File: src/rtl/torus_vertex_generator_unit_defines.svh
// ----------------------------------------------------------------------------
// Torus vertex generator assertion macros
// Shared concurrent assertion wrappers for the torus vertex generator.
// ----------------------------------------------------------------------------
`ifndef TORUS_VERTEX_GENERATOR_UNIT_DEFINES_SVH
`define TORUS_VERTEX_GENERATOR_UNIT_DEFINES_SVH

// explicit clock and active-low reset
`define TVG_ASSERT_CLK(lbl, clk, rst_n, prop, msg) \
  lbl: assert property (@(posedge clk) disable iff (!rst_n) prop) \
    else $error(msg);

// default clock and reset of the block
`define TVG_ASSERT(lbl, prop, msg) \
  `TVG_ASSERT_CLK(lbl, clk_i, rst_ni, prop, msg)

`endif

File: src/rtl/tvg_div.sv
// ----------------------------------------------------------------------------
// Torus vertex generator divider pipeline
// Restoring long division, one quotient bit per stage, parallel lanes.
// ----------------------------------------------------------------------------
`default_nettype none

module tvg_div #(
  parameter int LANES = 4,
  parameter int NUM_W = 25,
  parameter int DEN_W = 8,
  parameter int SB_W  = 1
) (
  input  logic                        clk_i,
  input  logic                        rst_ni,
  input  logic                        en_i,
  input  logic                        valid_i,
  input  logic [LANES-1:0][NUM_W-1:0] num_i,
  input  logic [DEN_W-1:0]            den_i,
  input  logic [SB_W-1:0]             sb_i,
  output logic                        valid_o,
  output logic [LANES-1:0][NUM_W-1:0] quo_o,
  output logic [SB_W-1:0]             sb_o
);

  logic                        valid_q [NUM_W];
  logic [SB_W-1:0]             sb_q    [NUM_W];
  logic [LANES-1:0][DEN_W-1:0] rem_q   [NUM_W];
  // numerator bits shift out the top, quotient bits shift in the bottom
  logic [LANES-1:0][NUM_W-1:0] nq_q    [NUM_W];

  for (genvar s = 0; s < NUM_W; s++) begin : g_stage
    logic                        v_in;
    logic [SB_W-1:0]             sb_in;
    logic [LANES-1:0][DEN_W-1:0] rem_in;
    logic [LANES-1:0][NUM_W-1:0] nq_in;
    logic [LANES-1:0][DEN_W-1:0] rem_d;
    logic [LANES-1:0][NUM_W-1:0] nq_d;

    if (s == 0) begin : g_first
      assign v_in   = valid_i;
      assign sb_in  = sb_i;
      assign rem_in = '0;
      assign nq_in  = num_i;
    end else begin : g_next
      assign v_in   = valid_q[s-1];
      assign sb_in  = sb_q[s-1];
      assign rem_in = rem_q[s-1];
      assign nq_in  = nq_q[s-1];
    end

    always_comb begin
      logic [DEN_W:0] trial;
      logic [DEN_W:0] diff;
      logic           qbit;
      for (int l = 0; l < LANES; l++) begin
        trial = {rem_in[l], nq_in[l][NUM_W-1]};
        diff  = trial - {1'b0, den_i};
        qbit  = (trial >= {1'b0, den_i});
        rem_d[l] = qbit ? diff[DEN_W-1:0] : trial[DEN_W-1:0];
        nq_d[l]  = {nq_in[l][NUM_W-2:0], qbit};
      end
    end

    always_ff @(posedge clk_i or negedge rst_ni) begin
      if (!rst_ni) begin
        valid_q[s] <= 1'b0;
      end else if (en_i) begin
        valid_q[s] <= v_in;
      end
    end

    always_ff @(posedge clk_i) begin
      if (en_i) begin
        sb_q[s]  <= sb_in;
        rem_q[s] <= rem_d;
        nq_q[s]  <= nq_d;
      end
    end
  end

  assign valid_o = valid_q[NUM_W-1];
  assign sb_o    = sb_q[NUM_W-1];
  assign quo_o   = nq_q[NUM_W-1];

endmodule

`default_nettype wire

File: config.mk
export PLATFORM = sky130hd
export DESIGN_NAME = tvg_div
export DESIGN_NICKNAME = d
export VERILOG_FILES = /design/src/rtl/torus_vertex_generator_unit_defines.svh /design/src/rtl/tvg_div.sv
export SDC_FILE = /design/constraint.sdc
export NUM_CORES = 2
export LEC_CHECK = 0
export ABC_AREA = 1
export ABC_CLOCK_PERIOD_IN_PS = 4900
export BUFFER_PORTS_ARGS = -buffer_cell sky130_fd_sc_hd__buf_2
export CORE_AREA = 2 2 710 535
export CTS_CLUSTER_DIAMETER = 120
export CTS_CLUSTER_SIZE = 8
export DETAILED_ROUTE_END_ITERATION = 10
export DIE_AREA = 0 0 712 537
export GPL_ROUTABILITY_DRIVEN = 1
export HOLD_SLACK_MARGIN = 0.1
export PLACE_DENSITY = 0.55
export SLEW_MARGIN = 0
export SYNTH_ARGS = -nofsm -noshare
export SYNTH_HDL_FRONTEND = slang
export SYNTH_SLANG_ARGS = --single-unit
File: constraint.sdc
create_clock -name clk_i -period 4.9 [get_ports clk_i]
set_input_delay 0.98 -clock clk_i [delete_from_list [all_inputs] [get_ports clk_i]]
set_output_delay 0.98 -clock clk_i [all_outputs]
set_load 0.02 [all_outputs]
==> summary.md <==
| Metric | Value |
|---|---|
| Outcome | complete, no violations |
| HP Class | in -> reg |
| Min Tclk post-route | 2.73 ns |
| Worst path bufs/invs | 3 |
| Final Hold Vio Count | 0 |
| Worst setup SP type | input pin |
| Clock transition at the registers of the reported paths | 0.05 ns |
| Router iterations before antenna repair | 6 |
| Max Slew Vio Count | 0 |
| Peak supply drop | roughly 0.00035 V |
| Die X | 712 um |
| Reg2reg setup slack | between 2 and 3 ns |
| WL/cell | around 16 um |
| Yosys warns | 0 |
| Hold Buf Count CTS | 69 |
| Number of port buffers | between 200 and 250 |
| Initial DRC Count | 6,883 |
| Syn_area_per_cell | 11.5 um2 |
| Via density | about 4.7 |
| Worst slew margin | about two fifths |
| DRC | 0 |
| Synthesized cell area | 150,000 um2 |
| Seq cells post-synth | 3,318 |
| P per Cell Area | 567 nW/um2 |
| Total wire length | 296,000 um |
| CP delay by family, top | buffers and inverters |
| Rows | 195 |
| Area contributors post-synth | edfxtp_1, nand2_1, ha_1 |
| CTS tree | yes |
| Largest net degree at the start of global routing | 158 |
| Leak | 73.2 nW |
| Leading cell types in the layout, fill and taps excluded | nand2_1, edfxtp_1, inv_1 |
| Post-synth top area share | 66.1% |
| CTS Buf Count | 453 |
| Register area share after synthesis | 66.5% |
| Total core area | 375,000 um2 |
| Skew final | roughly 0.076 ns |
| Share of layout cells above drive strength 1 | under 10% |
| H-tree depth | 5 |
| Instance count on the critical path | 10 |
| NumNets Final | 14,800 |
| Crit share post-route | a little under three fifths |
| Overall die height | 537 um |
| Vias in the first global route | 85,600 |
| Total track usage | 15.3% |
| Critical path data required time | 5.59 ns |
| Last element of the critical path | rem_q[2][23]$_DFFE_PP_ |
| IO Count | about 220 |
| Worst path slowest cell | buf_4 |
| Crit-path most repeated cell | nand2_1 |
| CP Cell Sequence | buf_2, inv_6, buf_4, ha_1, nand2_1, nor2_1, a21oi_2, nand2_2, nand2_1, nand2_1 |
| CTS root buf | clkbuf_16 |
| Routed via count | 89,700 |
| Post-cts resize count | 0 |
| Post-Synthesis Cells | approximately 13,000 |
| Sink Count | around 3,300 |
| Max Buffers Root-to-Sink | 4 |
| Synth-to-Final Area Change | 14.3% |
| Clock latency on the worst-skew pair | 1.00 ns |
| Worst R2R End | rem_q[14][7]$_DFFE_PP_ |
| Max stage delay on crit path | ~0.54 ns |
| Final GP Congestion | 0.861 |
| Die ar. | ~380,000 um2 |
| Yosys cell types | 36 |
| First-pass GRT wire length | 473,000 um |
| R2r startpoint | rem_q[13][5]$_DFFE_PP_ |
| Critical path arrival | 3.42 ns |
| Synth area leader | edfxtp_1 |
| Final ANT Viol Nets | 0 |
| Net count after synthesis | 14,000 |
| Worst Setup End Kind | flip-flop |
| Setup CP Type | in -> reg |
| Max Cap Viol | 0 |
| Final Setup Violations | 0 |
| Fmax | 0.366 GHz |
| Setup crit start | den_i[2] |
| Reg2Reg Depth | 9 |
| RSZ-0062 raised after global routing | false |
| Total grt overflow | 0 |
| Final HPWL DP | a little under 200,000 um |
| Final core utilization | 45.6% |
| Max Fanout on Critical Path | 26 |
| Commonest non-fill, non-tap cell in the layout | nand2_1 |
| Starting Density | about two fifths |
| Setup TNS | 0 ns |
| Initial antenna violation count | 10 |
| Number of setup buffers added after CTS | 0 |
| Pin slew with the least headroom to its limit | approximately 0.9 ns |
synth_stat cells:
cell type and count:
o21ai_0 20, nand4_1 175, o21ai_1 4, nor4_1 4, nand4_2 1, edfxtp_1 3293, clkbuf_1 7, nand2_1 4054
fa_1 92, xnor2_1 111, nand3_4 2, nand3b_1 41, nor2_2 58, and2_1 16, nor3_1 103, or2_2 28
nand2_4 20, ha_1 776, nor2_1 531, or2_1 10, nor3_2 1, a21oi_1 315, inv_1 1601, xor2_1 168
a21oi_2 17, nand3_1 1330, nand2_2 162, and3_1 1, clkbuf_2 1, dfrtp_1 25, nor2_8 1, nand3_2 1
buf_6 30, clkinv_1 1, nand3b_4 1, mux2_2 1
flip-flops by register name (all words and copies together), names as in the netlist:
signal        count
g_stage.v_in     24
valid_o           1
nq_q           2500
rem_q           768
sb_q             25
kinds of logic after synthesis:
| kind of cell | Yosys count | synth area share, % |
|---|---|---|
| multiplexers | 1 | 0.00753 |
| flip-flops | 3318 | 66.5 |
| adder cells (fa/ha/maj) | 868 | 7.72 |
| XOR/XNOR | 279 | 1.63 |
| buffers and inverters | 1640 | 4.27 |
| AND/OR/NAND/NOR | 6540 | 18.6 |
| AO/OA/AOI/OAI | 356 | 1.23 |
layer usage:
layer	vias to the layer above	GRT usage (%)	wire length [um]
li1	45900	-	-
met2	1767	22.7	125000
met5	-	0	0
met4	0	4.21	6730
met3	441	2.30	14100
met1	41600	23.5	150000
per-stage QoR:
| step | cell area, um2 | setup WS (ns) | total power, mW | hold WS [ns] | instances |
|---|---|---|---|---|---|
| CTS | 171000 | 2.18 | 98.2 | 0.100 | 18900 |
| global placement | 158000 | 1.24 | 69.6 | 0.400 | 18300 |
| floorplan | 150000 | 0.0532 | 62.2 | 0.400 | 13000 |
| detailed placement | 158000 | 1.18 | 69.8 | 0.405 | 18300 |
| finish | 171000 | 2.17 | 97.1 | 0.197 | 18900 |
| global route | 171000 | 2.03 | 104 | 0.135 | 18900 |
how the worst min path moves through the flow:
stage                                       from                       to  cells after the start
after floorplan           nq_q[0][900]$_DFFE_PP_  nq_q[0][1001]$_DFFE_PP_                      0
after global routing                   num_i[40]    nq_q[0][41]$_DFFE_PP_                      1
after detailed placement  nq_q[0][905]$_DFFE_PP_  nq_q[0][1006]$_DFFE_PP_                      0
final                                  num_i[40]    nq_q[0][41]$_DFFE_PP_                      1
after global placement    nq_q[0][344]$_DFFE_PP_   nq_q[0][445]$_DFFE_PP_                      0
after CTS                              num_i[40]    nq_q[0][41]$_DFFE_PP_                      1
layout make-up:
type,count,area [um2]
Sequential cell,3318,99500
Fill cell,34200,204000
Tap cell,5023,6280
Timing Repair Buffer,422,3360
Clock inverter,31,697
Inverter,1602,6050
Antenna cell,2,5.00
Clock buffer,474,11400
Multi-Input combinational cell,8044,43700
power by group:
part / internal (mW) / switching (mW) / total (mW)
sequential: 38.0 / 2.73 / 40.7
clock: 16.3 / 11.3 / 27.6
combinational: 10.4 / 18.3 / 28.7
Power figures use the tool's default switching activity.
